File: config.mk
export PLATFORM = sky130hd
export DESIGN_NAME = voltage_ramp_time_encoder
export DESIGN_NICKNAME = d
export VERILOG_FILES = /design/src/hw/rtl/vrte_pkg.sv /design/src/hw/rtl/voltage_ramp_time_encoder.sv /design/src/hw/rtl/vrte_div.sv
export SDC_FILE = /design/constraint.sdc
export NUM_CORES = 2
export LEC_CHECK = 0
export ABC_AREA = 1
export BUFFER_PORTS_ARGS = -buffer_cell sky130_fd_sc_hd__buf_4
export CAP_MARGIN = 20
export CORE_ASPECT_RATIO = 0.6
export CORE_MARGIN = 10
export CORE_UTILIZATION = 40
export CTS_BUF_LIST = sky130_fd_sc_hd__clkbuf_8
export DETAILED_ROUTE_END_ITERATION = 8
export PLACE_DENSITY = 0.66
export SYNTH_ARGS = -nofsm -noshare
export SYNTH_HDL_FRONTEND = slang
export SYNTH_SLANG_ARGS = --single-unit
File: constraint.sdc
create_clock -name clk -period 12.2 [get_ports clk]
set_input_delay 2.44 -clock clk [delete_from_list [all_inputs] [get_ports clk]]
set_output_delay 2.44 -clock clk [all_outputs]
set_load 0.01 [all_outputs]
File: src/hw/rtl/vrte_pkg.sv
// ----------------------------------------------------------------------------
// vrte_pkg: shared types, widths and constants of the voltage ramp time encoder
// Field widths, register indexes, prescaler codes and the divide-by-1000 helper.
// ----------------------------------------------------------------------------
package vrte_pkg;

  // Field and register widths.
  localparam int STEP_W  = 21;  // voltage step in microvolts
  localparam int SLEW_W  = 16;  // slew rate in microvolts per microsecond
  localparam int CLOCK_W = 27;  // clock rate in hertz
  localparam int KHZ_W   = 18;  // clock rate in kilohertz
  localparam int PRESC_W = 2;
  localparam int COUNT_W = 7;
  localparam int CFG_IDX_W = 1;

  // Product of kilohertz and ramp time in microseconds.
  localparam int PROD_W = KHZ_W + STEP_W;

  // Configuration register indexes.
  localparam logic [CFG_IDX_W-1:0] REG_SLEW_RATE  = 1'd0;
  localparam logic [CFG_IDX_W-1:0] REG_CLOCK_RATE = 1'd1;

  // Reset values. The clock rate is held in kilohertz: 38400000 Hz.
  localparam logic [SLEW_W-1:0] SLEW_RESET    = 16'd9000;
  localparam logic [KHZ_W-1:0]  CLOCK_KHZ_RESET = 18'd38400;

  // Prescaler select codes.
  localparam logic [PRESC_W-1:0] PRESC_DIV64   = 2'd0;
  localparam logic [PRESC_W-1:0] PRESC_DIV256  = 2'd1;
  localparam logic [PRESC_W-1:0] PRESC_DIV512  = 2'd2;
  localparam logic [PRESC_W-1:0] PRESC_DIV2048 = 2'd3;

  // Bounds on the product for each prescaler. The count after division by
  // 1000 and by 64 times the prescaler ratio stays at or below 63 exactly
  // when the product is below 64 * 64000 times that ratio.
  localparam logic [PROD_W-1:0] PROD_LIM_DIV64   = 39'd4096000;
  localparam logic [PROD_W-1:0] PROD_LIM_DIV256  = 39'd16384000;
  localparam logic [PROD_W-1:0] PROD_LIM_DIV512  = 39'd32768000;
  localparam logic [PROD_W-1:0] PROD_LIM_DIV2048 = 39'd131072000;

  // Right shifts that apply the factor 64 times the prescaler ratio.
  localparam int SHIFT_DIV64   = 6;
  localparam int SHIFT_DIV256  = 8;
  localparam int SHIFT_DIV512  = 9;
  localparam int SHIFT_DIV2048 = 11;

  // Reciprocal of 1000 scaled by 2^37, rounded up. Exact for x below 2^27.
  localparam int RECIP_W     = 28;
  localparam int RECIP_SHIFT = 37;
  localparam logic [RECIP_W-1:0] RECIP_1000 = 28'd137438954;

  // Default depth of the result buffer; enough for every item in flight.
  localparam int OUT_FIFO_DEPTH_DEF = 32;

  typedef struct packed {
    logic [PRESC_W-1:0] prescaler;
    logic [COUNT_W-1:0] ramp_count;
    logic               invalid;
  } result_t;

  // floor(x / 1000) for a 27-bit value, by multiplication with the reciprocal.
  function automatic logic [KHZ_W-1:0] div1000(input logic [CLOCK_W-1:0] x);
    logic [CLOCK_W+RECIP_W-1:0] prod;
    prod = (CLOCK_W+RECIP_W)'(x) * (CLOCK_W+RECIP_W)'(RECIP_1000);
    return prod[RECIP_SHIFT +: KHZ_W];
  endfunction

endpackage

File: src/hw/rtl/voltage_ramp_time_encoder.sv
// ----------------------------------------------------------------------------
// voltage_ramp_time_encoder: ramp setting from a voltage step
// Turns a voltage step into a prescaler select and a scaled cycle count.
// ----------------------------------------------------------------------------
//
//   channel  direction  handshake               payload
//   in_      input      in_valid / in_ready     in_voltage_step
//   out_     output     out_valid / out_ready   out_prescaler, out_ramp_count,
//                                               out_invalid
//   cfg_     input      cfg_valid / cfg_ready   cfg_index, cfg_data
//
// One item is taken per cycle while in_ready is high. Each item passes the
// 21 stages of the step / slew divider, one kilohertz multiply, one
// reciprocal multiply with the prescaler compare, then the result buffer.
// The pipeline never stalls; the result buffer holds every item in flight,
// so in_ready drops only when OUT_FIFO_DEPTH items are accepted but not yet
// transferred out. A synchronous low rst_n empties the pipeline and buffer
// and restores the register reset values. cfg_ready is always high.
//
module voltage_ramp_time_encoder #(
  // Result buffer depth; must be at least the pipeline latency.
  parameter int OUT_FIFO_DEPTH = vrte_pkg::OUT_FIFO_DEPTH_DEF
) (
  input  logic                          clk,
  input  logic                          rst_n,

  input  logic                          in_valid,
  output logic                          in_ready,
  input  logic [vrte_pkg::STEP_W-1:0]    in_voltage_step,

  output logic                          out_valid,
  input  logic                          out_ready,
  output logic [vrte_pkg::PRESC_W-1:0]   out_prescaler,
  output logic [vrte_pkg::COUNT_W-1:0]   out_ramp_count,
  output logic                          out_invalid,

  input  logic                          cfg_valid,
  output logic                          cfg_ready,
  input  logic [vrte_pkg::CFG_IDX_W-1:0] cfg_index,
  input  logic [vrte_pkg::CLOCK_W-1:0]   cfg_data
);

  localparam int PTR_W = $clog2(OUT_FIFO_DEPTH);
  localparam int CNT_W = $clog2(OUT_FIFO_DEPTH + 1);
  localparam logic [PTR_W-1:0] PTR_LAST = PTR_W'(OUT_FIFO_DEPTH - 1);
  localparam logic [CNT_W-1:0] CNT_FULL = CNT_W'(OUT_FIFO_DEPTH);

  // --------------------------------------------------------------------------
  // Configuration registers. The clock rate is converted to kilohertz when it
  // is written, so the datapath only ever sees the kilohertz value.
  // --------------------------------------------------------------------------
  logic [vrte_pkg::SLEW_W-1:0] slew_rate_r;
  logic [vrte_pkg::KHZ_W-1:0]  clock_khz_r;
  logic                        slew_zero;

  assign cfg_ready = 1'b1;

  always_ff @(posedge clk) begin
    if (!rst_n) begin
      slew_rate_r <= vrte_pkg::SLEW_RESET;
      clock_khz_r <= vrte_pkg::CLOCK_KHZ_RESET;
    end else if (cfg_valid && cfg_ready) begin
      case (cfg_index)
        vrte_pkg::REG_SLEW_RATE: begin
          slew_rate_r <= cfg_data[vrte_pkg::SLEW_W-1:0];
        end
        vrte_pkg::REG_CLOCK_RATE: begin
          clock_khz_r <= vrte_pkg::div1000(cfg_data);
        end
        default: begin
        end
      endcase
    end
  end

  // A zero slew rate makes the ramp time meaningless; such items are invalid.
  // Users must change registers only while the block is idle (unchecked).
  assign slew_zero = (slew_rate_r == '0);

  // --------------------------------------------------------------------------
  // Ramp time in microseconds: voltage step divided by slew rate.
  // --------------------------------------------------------------------------
  logic                        in_xfer;
  logic                        div_valid;
  logic [vrte_pkg::STEP_W-1:0] div_quot;

  assign in_xfer = in_valid && in_ready;

  vrte_div u_div (
    .clk      (clk),
    .rst_n    (rst_n),
    .in_valid (in_xfer),
    .dividend (in_voltage_step),
    .divisor  (slew_rate_r),
    .out_valid(div_valid),
    .quotient (div_quot)
  );

  // --------------------------------------------------------------------------
  // Stage A: clock cycles times 1000, as kilohertz times microseconds.
  // --------------------------------------------------------------------------
  logic                        a_vld_r;
  logic [vrte_pkg::PROD_W-1:0] a_prod_r;
  logic [vrte_pkg::PROD_W-1:0] a_prod_nxt;

  assign a_prod_nxt = vrte_pkg::PROD_W'(clock_khz_r) * vrte_pkg::PROD_W'(div_quot);

  always_ff @(posedge clk) begin
    a_prod_r <= a_prod_nxt;
  end

  // --------------------------------------------------------------------------
  // Stage B: the prescaler follows from compares of the product against
  // fixed bounds. Below the largest bound the product fits in 27 bits, and
  // the cycle count is that value divided by 1000.
  // --------------------------------------------------------------------------
  logic                         b_vld_r;
  logic                         b_ovf_r;
  logic [vrte_pkg::PRESC_W-1:0] b_presc_r;
  logic [vrte_pkg::KHZ_W-1:0]   b_cycles_r;
  logic                         b_ovf_nxt;
  logic [vrte_pkg::PRESC_W-1:0] b_presc_nxt;
  logic [vrte_pkg::KHZ_W-1:0]   b_cycles_nxt;

  always_comb begin
    b_ovf_nxt    = (a_prod_r >= vrte_pkg::PROD_LIM_DIV2048);
    b_cycles_nxt = vrte_pkg::div1000(a_prod_r[vrte_pkg::CLOCK_W-1:0]);
    if (a_prod_r < vrte_pkg::PROD_LIM_DIV64) begin
      b_presc_nxt = vrte_pkg::PRESC_DIV64;
    end else if (a_prod_r < vrte_pkg::PROD_LIM_DIV256) begin
      b_presc_nxt = vrte_pkg::PRESC_DIV256;
    end else if (a_prod_r < vrte_pkg::PROD_LIM_DIV512) begin
      b_presc_nxt = vrte_pkg::PRESC_DIV512;
    end else begin
      b_presc_nxt = vrte_pkg::PRESC_DIV2048;
    end
  end

  always_ff @(posedge clk) begin
    b_ovf_r    <= b_ovf_nxt;
    b_presc_r  <= b_presc_nxt;
    b_cycles_r <= b_cycles_nxt;
  end

  always_ff @(posedge clk) begin
    if (!rst_n) begin
      a_vld_r <= 1'b0;
      b_vld_r <= 1'b0;
    end else begin
      a_vld_r <= div_valid;
      b_vld_r <= a_vld_r;
    end
  end

  // --------------------------------------------------------------------------
  // Stage C: scale the cycle count by the prescaler and add one, or flag the
  // item invalid on overflow or zero slew rate, then buffer the result.
  // --------------------------------------------------------------------------
  logic [vrte_pkg::KHZ_W-1:0] c_scaled;
  vrte_pkg::result_t          c_res;

  always_comb begin
    case (b_presc_r)
      vrte_pkg::PRESC_DIV64:   c_scaled = b_cycles_r >> vrte_pkg::SHIFT_DIV64;
      vrte_pkg::PRESC_DIV256:  c_scaled = b_cycles_r >> vrte_pkg::SHIFT_DIV256;
      vrte_pkg::PRESC_DIV512:  c_scaled = b_cycles_r >> vrte_pkg::SHIFT_DIV512;
      vrte_pkg::PRESC_DIV2048: c_scaled = b_cycles_r >> vrte_pkg::SHIFT_DIV2048;
      default:                 c_scaled = b_cycles_r >> vrte_pkg::SHIFT_DIV2048;
    endcase
    if (b_ovf_r || slew_zero) begin
      c_res.prescaler  = vrte_pkg::PRESC_DIV64;
      c_res.ramp_count = '0;
      c_res.invalid    = 1'b1;
    end else begin
      // Without overflow the scaled count is at most 63.
      c_res.prescaler  = b_presc_r;
      c_res.ramp_count = {1'b0, c_scaled[vrte_pkg::COUNT_W-2:0]} + vrte_pkg::COUNT_W'(1);
      c_res.invalid    = 1'b0;
    end
  end

  // --------------------------------------------------------------------------
  // Result buffer. occ_r counts items accepted and not yet transferred out;
  // since it never exceeds the depth, the buffer always has room for every
  // item still in the pipeline, and the pipeline never has to stall.
  // --------------------------------------------------------------------------
  vrte_pkg::result_t fifo_mem_r [OUT_FIFO_DEPTH];
  logic [PTR_W-1:0]  wr_ptr_r;
  logic [PTR_W-1:0]  rd_ptr_r;
  logic [CNT_W-1:0]  fifo_cnt_r;
  logic [CNT_W-1:0]  occ_r;
  logic              fifo_wr;
  logic              fifo_rd;
  vrte_pkg::result_t out_res;

  assign fifo_wr = b_vld_r;
  assign fifo_rd = out_valid && out_ready;

  always_ff @(posedge clk) begin
    if (fifo_wr) begin
      fifo_mem_r[wr_ptr_r] <= c_res;
    end
  end

  always_ff @(posedge clk) begin
    if (!rst_n) begin
      wr_ptr_r   <= '0;
      rd_ptr_r   <= '0;
      fifo_cnt_r <= '0;
      occ_r      <= '0;
    end else begin
      if (fifo_wr) begin
        wr_ptr_r <= (wr_ptr_r == PTR_LAST) ? '0 : wr_ptr_r + PTR_W'(1);
      end
      if (fifo_rd) begin
        rd_ptr_r <= (rd_ptr_r == PTR_LAST) ? '0 : rd_ptr_r + PTR_W'(1);
      end
      if (fifo_wr && !fifo_rd) begin
        fifo_cnt_r <= fifo_cnt_r + CNT_W'(1);
      end else if (!fifo_wr && fifo_rd) begin
        fifo_cnt_r <= fifo_cnt_r - CNT_W'(1);
      end
      if (in_xfer && !fifo_rd) begin
        occ_r <= occ_r + CNT_W'(1);
      end else if (!in_xfer && fifo_rd) begin
        occ_r <= occ_r - CNT_W'(1);
      end
    end
  end

  assign in_ready       = (occ_r != CNT_FULL);
  assign out_valid      = (fifo_cnt_r != '0);
  assign out_res        = fifo_mem_r[rd_ptr_r];
  assign out_prescaler  = out_res.prescaler;
  assign out_ramp_count = out_res.ramp_count;
  assign out_invalid    = out_res.invalid;

`ifndef SYNTHESIS
  // The number of items in flight stays within the buffer depth.
  a_occ_bound: assert property (@(posedge clk) disable iff (!rst_n)
    occ_r <= CNT_FULL)
    else $error("items in flight exceed the result buffer depth");

  // Buffered results are a subset of the items accepted.
  a_fifo_le_occ: assert property (@(posedge clk) disable iff (!rst_n)
    fifo_cnt_r <= occ_r)
    else $error("result buffer holds more items than were accepted");

  // A result leaving the pipeline never meets a full buffer.
  a_no_overflow: assert property (@(posedge clk) disable iff (!rst_n)
    fifo_wr |-> (fifo_cnt_r != CNT_FULL) || fifo_rd)
    else $error("result written into a full buffer");

  // An invalid result carries zero fields.
  a_invalid_zero: assert property (@(posedge clk) disable iff (!rst_n)
    out_valid && out_invalid |-> (out_prescaler == '0) && (out_ramp_count == '0))
    else $error("invalid result with nonzero fields");

  // A valid result has a count from 1 to 64.
  a_count_range: assert property (@(posedge clk) disable iff (!rst_n)
    out_valid && !out_invalid |->
      (out_ramp_count != '0) && (out_ramp_count <= vrte_pkg::COUNT_W'(64)))
    else $error("ramp count out of range");
`endif

endmodule

File: src/hw/rtl/vrte_div.sv
// ----------------------------------------------------------------------------
// vrte_div: pipelined restoring divider
// Divides the voltage step by the slew rate, one quotient bit per stage.
// ----------------------------------------------------------------------------
module vrte_div (
  input  logic                       clk,
  input  logic                       rst_n,
  input  logic                       in_valid,
  input  logic [vrte_pkg::STEP_W-1:0] dividend,
  input  logic [vrte_pkg::SLEW_W-1:0] divisor,
  output logic                       out_valid,
  output logic [vrte_pkg::STEP_W-1:0] quotient
);

  localparam int NS    = vrte_pkg::STEP_W;
  localparam int REM_W = vrte_pkg::SLEW_W;

  // Each stage holds the partial remainder and a word that shifts the
  // remaining dividend bits out at the top and the quotient bits in below.
  logic [REM_W-1:0] rem_r   [NS];
  logic [NS-1:0]    dq_r    [NS];
  logic [NS-1:0]    vld_r;
  logic [REM_W-1:0] rem_nxt [NS];
  logic [NS-1:0]    dq_nxt  [NS];

  always_comb begin
    logic [REM_W-1:0] rem_in;
    logic [NS-1:0]    dq_in;
    logic [REM_W:0]   trial;
    logic [REM_W:0]   diff;
    for (int i = 0; i < NS; i++) begin
      if (i == 0) begin
        rem_in = '0;
        dq_in  = dividend;
      end else begin
        rem_in = rem_r[i-1];
        dq_in  = dq_r[i-1];
      end
      trial = {rem_in, dq_in[NS-1]};
      diff  = trial - {1'b0, divisor};
      // A clear top bit of the difference means the trial is not below the divisor.
      if (!diff[REM_W]) begin
        rem_nxt[i] = diff[REM_W-1:0];
      end else begin
        rem_nxt[i] = trial[REM_W-1:0];
      end
      dq_nxt[i] = {dq_in[NS-2:0], !diff[REM_W]};
    end
  end

  always_ff @(posedge clk) begin
    for (int i = 0; i < NS; i++) begin
      rem_r[i] <= rem_nxt[i];
      dq_r[i]  <= dq_nxt[i];
    end
  end

  always_ff @(posedge clk) begin
    if (!rst_n) begin
      vld_r <= '0;
    end else begin
      vld_r <= {vld_r[NS-2:0], in_valid};
    end
  end

  assign out_valid = vld_r[NS-1];
  assign quotient  = dq_r[NS-1];

endmodule
==> out/qor.txt <==
Setup Crit Path Kind - primary input to flip-flop
Setup repair bufs after CTS - 0
CP Capture Type - flip-flop
Clock Sinks - 1,218
Area grow syn2layout - 7.98%
Number of global-route vias before repair - 66,100
R2R depth - 22
Clock root cell - clkbuf_8
CP max stage delay - 0.97 ns
Final #Nets - 11,700
Primary FF master, synth - dfxtp_1
H-Tree Depth - 4
Fraction of registers with async set/reset - 0%
Crit-path max FO - 9
Final Hold Violating Endpoints - 0
First-pass GRT wire length - 380,000 µm
Vias - 65,300
Clock Skews - 0.0796 ns
Drt total wl - 242,000 µm
Number of flops mapped to enable cells by yosys - 320
Fillers - 21,200
Routed Antenna Nets - 0
Fin Setup TNS - 0 ns
# hold bufs at CTS - 0
Slowest cell on crit path - o21ai_0
Synth warn - 0
Crit path DAT - 8.04 ns
Num rows - 133
Initial core utilization - 40.3%
Count leader, synth - inv_1
Setup violations, final - 0
Sequential share of the synthesized area - 31.2%
Die Area - 241,000 µm²
Crit-path cells - buf_4 -> ha_1 -> fa_1 -> fa_1 -> inv_1 -> fa_1 -> inv_1 -> fa_1 -> fa_1 -> ha_1 -> nand2_1 -> nor2_1 -> inv_1 -> o21ai_0 -> nand2_1 -> nand2_1 -> nand2_1 -> nand4_1 -> nand3_1 -> nand2_1 -> inv_1
Initial drt markers - 5,374
Proportion of layout cells with a drive suffix above 1 - 9.76%
Synth Register Bits - 1,218
Cell variety after synth - 53
Largest area contributor in the netlist - dfxtp_1
Port bufs - 65
Area contributors post-synth - dfxtp_1 (20%), fa_1 (18%), ha_1 (15%)
Die X - 627 µm
Synth Cell Area - 88,500 µm²
Core Box Area - 219,000 µm²
Final period util - 59.6%
RSZ-0062 raised after global routing - no
Largest net degree at the start of global routing - 90
HPWL Detailed - 190,000 µm
CTS Buf Count - 179
# resized after CTS - 0
GPL Wtd Cong - 1.01
Cells after synthesis - 9,727
Max Buffers Root-to-Sink - 4
Residual DRC count - 0
Wire per inst - 18.8 µm
CP startpoint kind - primary input
Reg clk slew, reported paths - 0.08 ns
Hold depth - 0
Rel. slew slack - 15.9%
Synthesized area per cell - 9.10 µm²
Final min period - 7.27 ns
Total grt overflow - 0
Req. time, crit path - 12.96 ns
Max-Cap Viols - 0
Top-level I/O count - 67
Worst hold path class - flip-flop to flip-flop
Fin. max-slew vios - 0
Post-synth top cells - inv_1 (1,933), nand2_1 (1,575), ha_1 (1,045), dfxtp_1 (898), fa_1 (775)
Cell Count, Final, Fillers Out - 12,900
Post-Place Cells - 12,500
Clk Latency, worst-skew pair - 0.89 ns
Antenna violations before repair - 4
Highest clock rate - 137 MHz
Synth top area share - 20.3%
Drt via density - 5.08
Die height - 384 µm
CTS tree - yes
Status - finished, final reports clean
Worst-Margin Slew - 1.25 ns
Gr usage total - 19.9%
Iteration count of the initial detailed-routing pass - 6
path summary, 6_finish.rpt:
| check | slack [ns] | end | from |
|---|---|---|---|
| setup / recovery | 4.93 | clock_khz_r[6]$_SDFFE_PN0P_ | cfg_data[15] |
| hold / removal | 0.28 | u_div.dq_r[2][61]$_DFF_P_ | u_div.dq_r[2][39]$_DFF_P_ |
| setup reg to reg | 5.48 | a_prod_r[34]$_DFF_P_ | u_div.dq_r[2][92]$_DFF_P_ |
| hold reg to reg | 0.28 | u_div.dq_r[2][61]$_DFF_P_ | u_div.dq_r[2][39]$_DFF_P_ |
metrics by stage:
stage | area (µm²) | util, % | hold WS (ns) | setup WS [ns]
finish | 95500 | 43.5 | 0.281 | 4.93
global route | 95500 | 43.5 | 0.291 | 4.77
CTS | 95400 | 43.5 | 0.285 | 5.15
detailed placement | 91700 | 41.8 | 0.312 | 4.17
global placement | 91700 | 41.8 | 0.310 | 4.15
floorplan | 88500 | - | 0.310 | 5.29
per-layer routing:
metal	global-route usage, %	part of all wire [%]	up-vias
met2	27.2	38	2430
met3	6.25	11	231
met5	0	0.0033	-
met4	2.78	1.1	2
met1	31.0	50	31500
li1	-	-	31100
layout make-up:
type,instances,area (µm²),share of cell area (%)
Inverter,1990,7500,7.85
Antenna cell,1,2.50,0.00262
Clock inverter,105,852,0.892
Multi-Input combinational cell,6307,52100,54.5
Clock buffer,209,2880,3.01
Timing Repair Buffer,124,998,1.05
Tap cell,2902,3630,3.80
Sequential cell,1218,27600,28.9
kinds of logic (layout without fill, tap and decap cells):
logic type	count (synthesis)	in the layout	share of synthesized area [%]
buffers and inverters	2208	2428	10.0
other	2	9	0.00849
xor gates and xnor gates	274	274	2.71
and+or+nand+nor	2730	2730	13.0
AOI/OAI and AO/OA	1475	1475	10.8
DFF	1218	1218	31.2
adders and majority gates	1820	1820	32.3
cell usage in the layout (no fill, tap or decap), types with 9 or more instances in the layout:
master,netlist,layout
o221ai_1,68,68
a21oi_1,428,426
clkbuf_8,0,209
o211ai_1,10,10
nor2_2,46,52
inv_1,1933,1983
nand2_4,12,12
nand2_1,1575,1575
bufinv_16,0,14
o21ai_2,281,281
nor3_1,106,104
a21boi_0,46,46
inv_2,45,45
ha_1,1045,1045
o21bai_1,92,92
clkinvlp_4,0,9
a21o_1,19,19
nand4_1,45,45
xor2_1,165,165
nor4_1,11,11
o21ai_0,376,376
clkinv_2,0,17
o21a_1,11,11
a21oi_2,63,64
a31oi_1,37,37
nor2_1,565,559
dfxtp_1,898,894
nand3_2,19,19
o22ai_1,17,17
nand2_2,75,75
buf_4,7,119
inv_4,11,12
edfxtp_1,320,320
a32oi_1,10,10
fa_1,775,775
xnor2_1,109,109
nor3_2,19,21
nand3_1,248,248
critical path: cells and delay by family:
family	cells	cell delay, ns
buffers and inverters	5	0.40
and+or+nand+nor	8	0.83
AOI/OAI and AO/OA	1	0.97
adders and majority gates	7	3.38
sequential cells by signal (all words and copies together) (netlist names), named ones only:
register and flops:
u_div.dq_r 441, fifo_mem_r 320, u_div.rem_r 320, a_prod_r 39, u_div.vld_r 21, clock_khz_r 18
slew_rate_r 16, b_cycles_r 11, fifo_cnt_r 6, occ_r 6, rd_ptr_r 5, wr_ptr_r 5
b_presc_r 2, a_vld_r 1, b_ovf_r 1, b_vld_r 1
Power is not shown: default switching activity piles up to over one toggle a cycle in this logic, so the estimate is an artifact.
